### config.mk
export PLATFORM = sky130hd
export DESIGN_NAME = imt_cell
export DESIGN_NICKNAME = d
export VERILOG_FILES = /design/src/design/imt_pkg.sv /design/src/design/imt_cell.sv
export SDC_FILE = /design/constraint.sdc
export NUM_CORES = 1
export LEC_CHECK = 0
export ABC_AREA = 1
export BUFFER_PORTS_ARGS = -buffer_cell sky130_fd_sc_hd__buf_2
export CAP_MARGIN = 20
export CORE_AREA = 2 2 271 273
export CTS_CLUSTER_SIZE = 14
export DETAILED_ROUTE_END_ITERATION = 16
export DIE_AREA = 0 0 273 275
export HOLD_SLACK_MARGIN = 0.02
export PLACE_DENSITY = 0.49
export RECOVER_POWER = 100
export SKIP_CTS_REPAIR_TIMING = 1
export SYNTH_ARGS = -nofsm -noshare
export SYNTH_HDL_FRONTEND = slang
export SYNTH_SLANG_ARGS = --single-unit
### constraint.sdc
create_clock -name clk -period 4.3 [get_ports clk]
set_clock_uncertainty 0.15 [all_clocks]
set_input_delay 0.43 -clock clk [delete_from_list [all_inputs] [get_ports clk]]
set_output_delay 0.43 -clock clk [all_outputs]
set_load 0.1 [all_outputs]
### src/design/imt_pkg.sv
// Shared types and codes of the interval merge table.
// No dependencies.
package imt_pkg;

  localparam logic OP_INSERT = 1'b0;
  localparam logic OP_QUERY  = 1'b1;

  typedef enum logic [1:0] {
    ST_OK    = 2'd0,
    ST_FULL  = 2'd1,
    ST_EMPTY = 2'd2
  } status_t;

  typedef enum logic [2:0] {
    S_IDLE,
    S_MERGE,
    S_FIX,
    S_QCALC,
    S_RES
  } state_t;

  typedef enum logic [1:0] {
    CC_HOLD,
    CC_SHL,
    CC_SHR,
    CC_FIX
  } cell_cmd_t;

  // broadcast to every cell
  typedef struct packed {
    cell_cmd_t cmd;
    logic      incl;  // below means hi <= key rather than hi < key
  } cell_ctrl_t;

endpackage

### src/design/imt_cell.sv
// One slot of the sorted range chain: bounds, prefix length and valid bit.
// Depends on imt_pkg; neighbours feed it through the shift ports.
module imt_cell import imt_pkg::*; #(
  parameter int PAGE_BITS = 48
) (
  input  logic                 clk,
  input  logic                 rst,
  input  cell_ctrl_t           ctrl,
  input  logic [PAGE_BITS-1:0] key,
  input  logic [PAGE_BITS-1:0] inj_lo,
  input  logic [PAGE_BITS-1:0] inj_hi,
  input  logic [PAGE_BITS:0]   inj_pre,
  input  logic [PAGE_BITS:0]   del,
  input  logic                 prev_below,
  input  logic                 prev_valid,
  input  logic [PAGE_BITS-1:0] prev_lo,
  input  logic [PAGE_BITS-1:0] prev_hi,
  input  logic [PAGE_BITS:0]   prev_pre,
  input  logic                 next_valid,
  input  logic [PAGE_BITS-1:0] next_lo,
  input  logic [PAGE_BITS-1:0] next_hi,
  input  logic [PAGE_BITS:0]   next_pre,
  output logic                 valid,
  output logic [PAGE_BITS-1:0] lo,
  output logic [PAGE_BITS-1:0] hi,
  output logic [PAGE_BITS:0]   pre,
  output logic                 below,
  output logic                 first
);

  // table is sorted, so below cells form a prefix of the chain
  always_comb begin
    below = valid && (ctrl.incl ? (hi <= key) : (hi < key));
    first = !below && prev_below;
  end

  always_ff @(posedge clk) begin
    if (rst) begin
      valid <= 1'b0;
    end else begin
      unique case (ctrl.cmd)
        CC_SHL: if (!below) valid <= next_valid;
        CC_SHR: begin
          if (first) valid <= 1'b1;
          else if (!below) valid <= prev_valid;
        end
        default: ;
      endcase
    end
  end

  always_ff @(posedge clk) begin
    unique case (ctrl.cmd)
      CC_SHL: begin
        if (!below) begin
          lo  <= next_lo;
          hi  <= next_hi;
          pre <= next_pre;
        end
      end
      CC_SHR: begin
        if (first) begin
          lo  <= inj_lo;
          hi  <= inj_hi;
          pre <= inj_pre;
        end else if (!below) begin
          lo  <= prev_lo;
          hi  <= prev_hi;
          pre <= prev_pre;
        end
      end
      CC_FIX: if (valid && lo > key) pre <= pre + del;
      default: ;
    endcase
  end

endmodule

==> impl_metrics.env, run 1 <==
export IMPL_crit_type="flip-flop to primary output"
export IMPL_status="complete, no violations"
export IMPL_dp_slack_ns=0.5904
export IMPL_h_tree_depth=4
export IMPL_layout_worst_path_cycle_share_pct=90.16
export IMPL_cts_inserted_buffers=17
export IMPL_yosys_top_cells_area="edfxtp_1 (30%), nand2_1 (16%), ha_1 (13%), inv_1 (9.2%), nand3_1 (7.1%)"
export IMPL_antenna_found_initial=11
export IMPL_synth_enable_flop_cells=145
export IMPL_synth_most_common_cell="nand2_1"
export IMPL_fmax_mhz=257.9
export IMPL_finalHoldViolCount=0
export IMPL_hold_start="rst"
export IMPL_vias=16801
export IMPL_cts_tree="yes"
export IMPL_grt_max_degree=122
export IMPL_postSynthNetCount=2896
export IMPL_rr_worst_depth=16
export IMPL_drive_above_1_share_pct=21.22
export IMPL_via_per_inst=4.371
export IMPL_synth_largest_area_cell="edfxtp_1"
export IMPL_slew_violations=0
export IMPL_place_gp_congestion=0.9467
export IMPL_cts_path_max_buffers=2
export IMPL_grt_ovfl_total=0
export IMPL_leakagePower_nw=9.811
export IMPL_initial_core_util_pct=20.16
export IMPL_ant_nets=0
export IMPL_syn_avg_cell_area_um2=6.603
export IMPL_cts_num_sinks=146
export IMPL_grt_pass1_wl_um=101700
export IMPL_grtUsageTotal_pct=18.27
export IMPL_regToRegStartpoint="hi[27]$_DFFE_PP_"
export IMPL_holdPathStages=3
export IMPL_syn_to_final_growth_pct=33.24
export IMPL_clk_latency_ns=0.49
export IMPL_post_drt_wl_per_cell_um=18.55
export IMPL_cp_startpoint="hi[27]$_DFFE_PP_"
export IMPL_dieArea_um2=75080
export IMPL_io_buffers=687
export IMPL_worst_pin_slew_ns=1.471
export IMPL_critPathLaunchType="flip-flop"
export IMPL_worstPathRequired_ns=3.72
export IMPL_yosysSeqAreaShare_pct=30.00
export IMPL_rows=99
export IMPL_drtIter0Drc=1273
export IMPL_grt_pass1_vias=15891
export IMPL_crit_fanout=41
export IMPL_core_area_um2=72340
export IMPL_cts_reportedPaths_clkPinSlew_ns=0.08
export IMPL_synth_top_area_share_pct=29.86
export IMPL_io_pins=688
export IMPL_yosys_top_cells_count="nand2_1 (622), inv_1 (358), nor2_1 (224)"
export IMPL_power_density_nw_per_um2=353.9
export IMPL_async_flop_share_pct=0
export IMPL_die_h_um=275
export IMPL_drc=0
export IMPL_holdCritPathClass="primary input to flip-flop"
export IMPL_setup_viol=0
export IMPL_fin_nets=3554
export IMPL_endpoint_kind="primary output"
export IMPL_layout_setup_ws_ns=0.4230
export IMPL_ys_warn_count=0
export IMPL_rsz0062_at_grt="false"
export IMPL_maxCapViolations=0
export IMPL_cts_root_buf="clkbuf_16"
export IMPL_ys_flop_type="edfxtp_1"
export IMPL_dr_pass1_iters=5
export IMPL_critical_path_arrival_ns=3.30
export IMPL_fp_dieW_um=273
export IMPL_period_needed_ns=3.877
export IMPL_synth_distinct_cells=39
export IMPL_synth_seq_cells=146
export IMPL_slew_headroom_pct=2.356
export IMPL_finalWirelength_um=71300
export IMPL_netlist_area_um2=14580
export IMPL_netlist_instances=2208
export IMPL_ir_worst_vdd_mv=0.2484
export IMPL_hpwl_um=59430
export IMPL_final_setup_tns_ns=0
-- report_power, final --
group	leakage, nW	internal (W)	total, W	switching, W
Clock	0.275	0.000768	0.00156	0.000796
Sequential	1.42	0.00180	0.00196	0.000152
Combinational	8.11	0.000780	0.00335	0.00257
-- critical path: stages (launching register included) --
cell      delay (ns)
edfxtp_1        0.48
ha_1            0.34
nand2_1         0.06
inv_1           0.06
nand3_1         0.06
nor3_1          0.36
nand2_1         0.14
nor2_2          0.16
nand2_1         0.09
nand3_2         0.06
nand2_1         0.11
nand2_2         0.15
nand2_8         0.22
inv_1           0.19
buf_4           0.31
-- sequential cells by signal, summed over array words and instances (netlist names) --
signal and count:
hi 48, pre 49, valid 1, lo 48
-- placed cells by master, fill, tap and decap left out, types with 3 or more instances in the layout --
| master | n |
|---|---|
| a21o_1 | 11 |
| a21oi_1 | 141 |
| a31oi_1 | 5 |
| and2_1 | 3 |
| buf_12 | 6 |
| buf_2 | 539 |
| buf_4 | 7 |
| clkbuf_1 | 154 |
| clkbuf_16 | 17 |
| clkbuf_2 | 3 |
| clkinv_4 | 3 |
| diode_2 | 6 |
| edfxtp_1 | 145 |
| ha_1 | 146 |
| inv_1 | 356 |
| inv_6 | 6 |
| inv_8 | 3 |
| nand2_1 | 623 |
| nand3_1 | 206 |
| nand4_1 | 13 |
| nor2_1 | 223 |
| nor3_1 | 12 |
| nor4_1 | 12 |
| o211ai_1 | 4 |
| o21a_1 | 4 |
| o21ai_0 | 169 |
| o21ai_1 | 16 |
| o21bai_1 | 11 |
| or2_2 | 11 |
-- layer usage --
| metal | up-vias | wire length [um] | track usage, % |
|---|---|---|---|
| li1 | 8502 | - | - |
| met1 | 7648 | 32720 | 25.00 |
| met2 | 580 | 32380 | 29.07 |
| met3 | 63 | 5142 | 4.155 |
| met4 | 8 | 1022 | 4.300 |
| met5 | - | 35 | 0 |
-- final timing paths --
path	end	slack (ns)
max reg2reg	pre[5]$_DFFE_PP_	0.53
min reg2reg	valid$_SDFFE_PP0P_	0.48
max	first	0.42
min	valid$_SDFFE_PP0P_	0.04
-- metrics by stage --
stage	util [%]	total power [W]	hold slack, ns	std cells	area (um^2)
6_report	26.85	0.006875	0.03917	3844	19430
5_1_grt	26.85	0.007280	0.02522	3843	19420
4_1_cts	27.20	0.007037	-0.02017	3838	19680
3_5_place_dp	26.42	0.005405	0.4785	3806	19110
3_3_place_gp	26.42	0.005411	0.4954	3806	19110
2_1_floorplan	-	0.004359	0.4457	2208	14580
-- logic make-up after synthesis --
| kind of cell | share of synthesized area [%] |
|---|---|
| buffers and inverters | 12.43 |
| AO/OA/AOI/OAI | 13.28 |
| XOR/XNOR | 0.06008 |
| flip-flops | 30.00 |
| adder cells (fa/ha/maj) | 12.75 |
| AND/OR/NAND/NOR | 31.47 |
-- area by class of cell --
class                           instances  area (um^2)
Antenna cell                            6        15.01
Clock buffer                           18        429.2
Clock inverter                         14        136.4
Fill cell                            8322        52910
Inverter                              359         1350
Multi-Input combinational cell       1630         8424
Sequential cell                       146         4374
Tap cell                              959         1200
Timing Repair Buffer                  712         3497
Note: power is estimated with default switching activity, not from simulation.
==> inputs of run 2 (changes only) <==
==> config.mk (replaced) <==
export PLATFORM = sky130hd
export DESIGN_NAME = imt_cell
export DESIGN_NICKNAME = d
export VERILOG_FILES = /design/src/design/imt_pkg.sv /design/src/design/imt_cell.sv
export SDC_FILE = /design/constraint.sdc
export NUM_CORES = 1
export LEC_CHECK = 0
export BUFFER_PORTS_ARGS = -buffer_cell sky130_fd_sc_hd__buf_2
export CAP_MARGIN = 20
export CORE_AREA = 2 2 267 269
export CTS_CLUSTER_SIZE = 14
export DETAILED_ROUTE_END_ITERATION = 16
export DIE_AREA = 0 0 269 271
export HOLD_SLACK_MARGIN = 0.02
export PLACE_DENSITY = 0.47
export RECOVER_POWER = 100
export SKIP_CTS_REPAIR_TIMING = 1
export SLEW_MARGIN = 25
export SYNTH_ARGS = -nofsm -noshare
export SYNTH_HDL_FRONTEND = slang
export SYNTH_SLANG_ARGS = --single-unit
==> impl_metrics.env, run 2 <==
export IMPL_finalHoldViolCount=0
export IMPL_cp_startpoint="hi[25]$_DFFE_PP_"
export IMPL_dp_slack_ns=0.03986
export IMPL_synth_top_area_share_pct=34.13
export IMPL_antenna_found_initial=40
export IMPL_via_per_inst=4.516
export IMPL_grt_pass1_wl_um=89470
export IMPL_slew_headroom_pct=-7.072
export IMPL_violations="max-capacitance violations, max-slew violations"
export IMPL_status="complete, but fails checks"
export IMPL_synth_enable_flop_cells=145
export IMPL_crit_fanout=30
export IMPL_fmax_mhz=243.6
export IMPL_power_total_w=0.006831
export IMPL_cts_num_sinks=146
export IMPL_yosys_top_cells_count="a21oi_1 (179), ha_1 (147), edfxtp_1 (145)"
export IMPL_dieArea_um2=72900
export IMPL_synth_seq_cells=146
export IMPL_cts_reportedPaths_clkPinSlew_ns=0.07
export IMPL_finalWirelength_um=64500
export IMPL_r2r_slack_ns=0.20
export IMPL_crit_type="flip-flop to flip-flop"
export IMPL_initial_core_util_pct=18.28
export IMPL_grtUsageTotal_pct=17.00
export IMPL_critical_path_arrival_ns=4.14
export IMPL_ant_nets=0
export IMPL_maxCapViolations=1
export IMPL_vias=13513
export IMPL_cts_inserted_buffers=17
export IMPL_die_h_um=271
export IMPL_post_drt_wl_per_cell_um=21.56
export IMPL_yosys_top_cells_area="edfxtp_1 (34%), ha_1 (14%), mux2i_1 (11%), a21oi_1 (7.0%), nor2_1 (3.5%)"
export IMPL_grt_max_degree=99
export IMPL_synth_largest_area_cell="edfxtp_1"
export IMPL_dr_pass1_iters=5
export IMPL_drtIter0Drc=703
export IMPL_regMostFlops="pre"
export IMPL_final_setup_tns_ns=0
export IMPL_top_regs="pre (49), hi (48), lo (48)"
export IMPL_ys_warn_count=0
export IMPL_h_tree_depth=4
export IMPL_critPathLaunchType="flip-flop"
export IMPL_endpoint_kind="flip-flop"
export IMPL_place_gp_congestion=0.9009
export IMPL_rsz0062_at_grt="false"
export IMPL_power_density_nw_per_um2=384.4
export IMPL_hpwl_um=55070
export IMPL_cts_path_max_buffers=2
export IMPL_final_cell_mix="buf_2 (540), a21oi_1 (180), clkbuf_1 (151), ha_1 (145), edfxtp_1 (145)"
export IMPL_regToRegStartpoint="hi[25]$_DFFE_PP_"
export IMPL_drc=0
export IMPL_netlist_instances=1355
export IMPL_syn_to_final_growth_pct=39.29
export IMPL_cts_tree="yes"
export IMPL_slew_violations=1
export IMPL_netlist_area_um2=12760
export IMPL_async_flop_share_pct=0
export IMPL_worstPathRequired_ns=4.34
export IMPL_layout_setup_ws_ns=0.1952
export IMPL_worst_pin_slew_ns=1.613
export IMPL_fin_nets=2713
export IMPL_postSynthNetCount=2043
export IMPL_setup_viol=0
export IMPL_io_pins=688
export IMPL_syn_avg_cell_area_um2=9.415
export IMPL_nFillCells=7692
export IMPL_io_buffers=687
export IMPL_rows=97
export IMPL_holdCritPathClass="primary input to flip-flop"
export IMPL_largest_reg_flops=49
export IMPL_grt_ovfl_total=0
export IMPL_layout_worst_path_cycle_share_pct=95.46
export IMPL_core_area_um2=69790
export IMPL_drive_above_1_share_pct=30.37
export IMPL_period_needed_ns=4.105
export IMPL_clk_latency_ns=0.49
export IMPL_synth_distinct_cells=71
export IMPL_ir_worst_vdd_mv=0.2461
export IMPL_leakagePower_nw=8.151
export IMPL_hold_start="next_pre[38]"
export IMPL_yosysSeqAreaShare_pct=34.29
export IMPL_synth_most_common_cell="a21oi_1"
export IMPL_final_common_cell="buf_2"
export IMPL_cts_root_buf="clkbuf_16"
export IMPL_ys_flop_type="edfxtp_1"
export IMPL_fp_dieW_um=269
export IMPL_grt_pass1_vias=13658
## run 2: where the power goes
| part | switching [W] | internal, W | leakage [nW] | total (W) |
|---|---|---|---|---|
| logic | 0.00243 | 0.000931 | 6.49 | 0.00336 |
| registers | 0.000142 | 0.00181 | 1.40 | 0.00195 |
| clock network | 0.000766 | 0.000756 | 0.259 | 0.00152 |
## run 2: per-stage QoR
step,hold slack (ns),instance area (um^2),utilization (%),cells
6_report,0.08149,17770,25.46,2992
5_1_grt,0.05685,17760,25.45,2989
4_1_cts,-0.1130,18030,25.84,2977
3_5_place_dp,0.4495,17480,25.05,2945
3_3_place_gp,0.4521,17460,25.01,2944
2_1_floorplan,0.3587,12780,-,1355
## run 2: layout make-up
cell class | instances | area (um^2) | area share, %
Antenna cell | 14 | 35.03 | 0.1972
Clock buffer | 19 | 432.9 | 2.436
Clock inverter | 13 | 115.1 | 0.6478
Inverter | 62 | 232.7 | 1.310
Multi-Input combinational cell | 1074 | 7871 | 44.30
Sequential cell | 146 | 4374 | 24.62
Tap cell | 940 | 1176 | 6.619
Timing Repair Buffer | 724 | 3532 | 19.88
## run 2: path summary, 6_finish.rpt
| path | end | cells past startpoint |
|---|---|---|
| worst max-delay path | lo[1]$_DFFE_PP_ | 11 |
| worst min-delay path | pre[38]$_DFFE_PP_ | 3 |
| worst max register to register | lo[1]$_DFFE_PP_ | 11 |
| worst min register to register | valid$_SDFFE_PP0P_ | 2 |
## run 2: metal layers
metal	GRT usage, %	share of wire, %	vias to the layer above	wire length, um
met5	0	0.33	-	211
met4	6.491	3.0	32	1938
met1	18.55	39	6289	24920
met3	5.889	8.5	108	5450
li1	-	-	6485	-
met2	29.98	50	599	31980
## run 2: cell families (layout without fill, tap and decap cells)
logic type	after synthesis	in the layout	synth area share, %
xor gates and xnor gates	42	42	2.883
buffers and inverters	135	818	4.266
DFF	146	146	34.29
muxes	147	147	11.73
and+or+nand+nor	309	309	11.27
adders and majority gates	148	148	14.57
AOI/OAI and AO/OA	428	428	20.99
other	0	14	0
## run 2: worst max-delay path, cell delays in order, from the launching register on
cell and delay [ns]:
edfxtp_1 0.44, ha_1 0.33, a21oi_1 0.06, o21ai_0 0.31, a211oi_1 0.13, o31ai_1 0.47, nand2_1 0.14, a31oi_1 0.36
clkbuf_4 0.61, buf_4 0.38, mux2i_1 0.25, a21oi_1 0.13
==> inputs of run 3 (changes only) <==
--- a/config.mk
+++ b/config.mk
@@ -12,7 +12,6 @@
 export DETAILED_ROUTE_END_ITERATION = 16
 export DIE_AREA = 0 0 269 271
 export HOLD_SLACK_MARGIN = 0.02
-export PLACE_DENSITY = 0.47
 export RECOVER_POWER = 100
 export SKIP_CTS_REPAIR_TIMING = 1
 export SLEW_MARGIN = 25
==> impl_metrics.env, run 3 (synthesis results as in run 2) <==
export IMPL_ir_worst_vdd_mv=0.2148
export IMPL_layout_worst_path_cycle_share_pct=95.81
export IMPL_place_gp_congestion=0.9162
export IMPL_syn_to_final_growth_pct=40.90
export IMPL_ant_nets=0
export IMPL_finalHoldViolCount=0
export IMPL_die_h_um=271
export IMPL_via_per_inst=4.552
export IMPL_fmax_mhz=242.7
export IMPL_slew_headroom_pct=-10.01
export IMPL_slew_violations=1
export IMPL_vias=13638
export IMPL_rows=97
export IMPL_io_buffers=687
export IMPL_grt_pass1_vias=13345
export IMPL_drive_above_1_share_pct=30.32
export IMPL_r2r_slack_ns=0.27
export IMPL_worst_pin_slew_ns=1.657
export IMPL_dieArea_um2=72900
export IMPL_leakagePower_nw=8.238
export IMPL_core_area_um2=69790
export IMPL_cts_path_max_buffers=2
export IMPL_violations="max-capacitance violations, max-slew violations"
export IMPL_top_regs="pre (49), hi (48), lo (48)"
export IMPL_largest_reg_flops=49
export IMPL_cts_inserted_buffers=17
export IMPL_hpwl_um=57350
export IMPL_holdCritPathClass="primary input to flip-flop"
export IMPL_setup_viol=0
export IMPL_post_drt_wl_per_cell_um=22.42
export IMPL_finalWirelength_um=67180
export IMPL_crit_type="flip-flop to primary output"
export IMPL_critical_path_arrival_ns=3.54
export IMPL_cp_startpoint="hi[35]$_DFFE_PP_"
export IMPL_final_setup_tns_ns=0
export IMPL_hold_ws_ns=0.09001
export IMPL_fp_dieW_um=269
export IMPL_regMostFlops="pre"
export IMPL_worstPathRequired_ns=3.72
export IMPL_final_cell_mix="buf_2 (539), a21oi_1 (180), clkbuf_1 (154), ha_1 (145), edfxtp_1 (145)"
export IMPL_cts_tree="yes"
export IMPL_endpoint="first"
export IMPL_endpoint_kind="primary output"
export IMPL_grtUsageTotal_pct=17.80
export IMPL_cts_reportedPaths_clkPinSlew_ns=0.08
export IMPL_power_density_nw_per_um2=395.2
export IMPL_io_pins=688
export IMPL_rsz0062_at_grt="false"
export IMPL_critPathLaunchType="flip-flop"
export IMPL_regToRegStartpoint="pre[2]$_DFFE_PP_"
export IMPL_cts_num_sinks=146
export IMPL_clk_latency_ns=0.48
export IMPL_crit_fanout=31
export IMPL_status="complete, but fails checks"
export IMPL_dr_pass1_iters=5
export IMPL_final_common_cell="buf_2"
export IMPL_h_tree_depth=4
export IMPL_maxCapViolations=1
export IMPL_rr_worst_depth=11
export IMPL_grt_ovfl_total=0
export IMPL_fin_util_pct=25.76
export IMPL_initial_core_util_pct=18.28
export IMPL_fin_nets=2713
export IMPL_cts_root_buf="clkbuf_16"
export IMPL_grt_max_degree=195
export IMPL_antenna_found_initial=39
export IMPL_period_needed_ns=4.120
export IMPL_drtIter0Drc=878
export IMPL_drc=0
export IMPL_grt_pass1_wl_um=91690
export IMPL_worst_r2r_endpoint="pre[46]$_DFFE_PP_"
-- run 3: area by class of cell --
cell class	instances	area (um^2)
fill	7666	51810
multi-input combinational	1074	7888
sequential	146	4374
timing repair buffer	724	3615
tap	940	1176
clock buffer	18	429.2
inverter	62	232.7
clock inverter	14	215.2
antenna	18	45.04
-- run 3: per-stage QoR --
step / power [W] / worst slack, ns / cells / cell area, um^2
detailed placement: 0.005440 / 0.2385 / 2944 / 17530
global placement: 0.005431 / 0.2596 / 2944 / 17530
floorplan: 0.004380 / 0.06730 / 1355 / 12780
finish: 0.007103 / 0.1801 / 2996 / 17970
global route: 0.007448 / 0.03614 / 2994 / 17970
CTS: 0.007238 / 0.008225 / 2976 / 18180
-- run 3: where the power goes --
part           switching (W)  internal [W]  total (W)
registers           0.000160       0.00181    0.00197
logic                0.00244      0.000942    0.00338
clock network       0.000763      0.000995    0.00176
total                0.00336       0.00374    0.00710
-- run 3: critical path: stages, from the launching register on --
cell      delay [ns]
edfxtp_1        0.45
ha_1            0.35
nand4_1         0.25
nor4_4          0.40
buf_4           0.17
nand3_1         0.09
or4_4           0.55
nand2_1         0.14
a31oi_4         0.07
buf_12          0.17
buf_12          0.16
buf_8           0.21
-- run 3: routing by layer --
layer | wire, um | vias to the layer above | global-route usage [%]
met2 | 32860 | 705 | 29.96
li1 | - | 6482 | -
met1 | 26600 | 6318 | 20.21
met5 | 144 | - | 0
met3 | 5336 | 113 | 5.224
met4 | 2233 | 20 | 9.327
-- run 3: how the worst min path moves through the flow --
stage | from | endpoint | cells after the start
floorplan | rst | valid$_SDFFE_PP0P_ | 1
global placement | rst | valid$_SDFFE_PP0P_ | 2
detailed placement | rst | valid$_SDFFE_PP0P_ | 2
CTS | rst | valid$_SDFFE_PP0P_ | 2
global route | next_pre[24] | pre[24]$_DFFE_PP_ | 3
finish | next_pre[26] | pre[26]$_DFFE_PP_ | 3
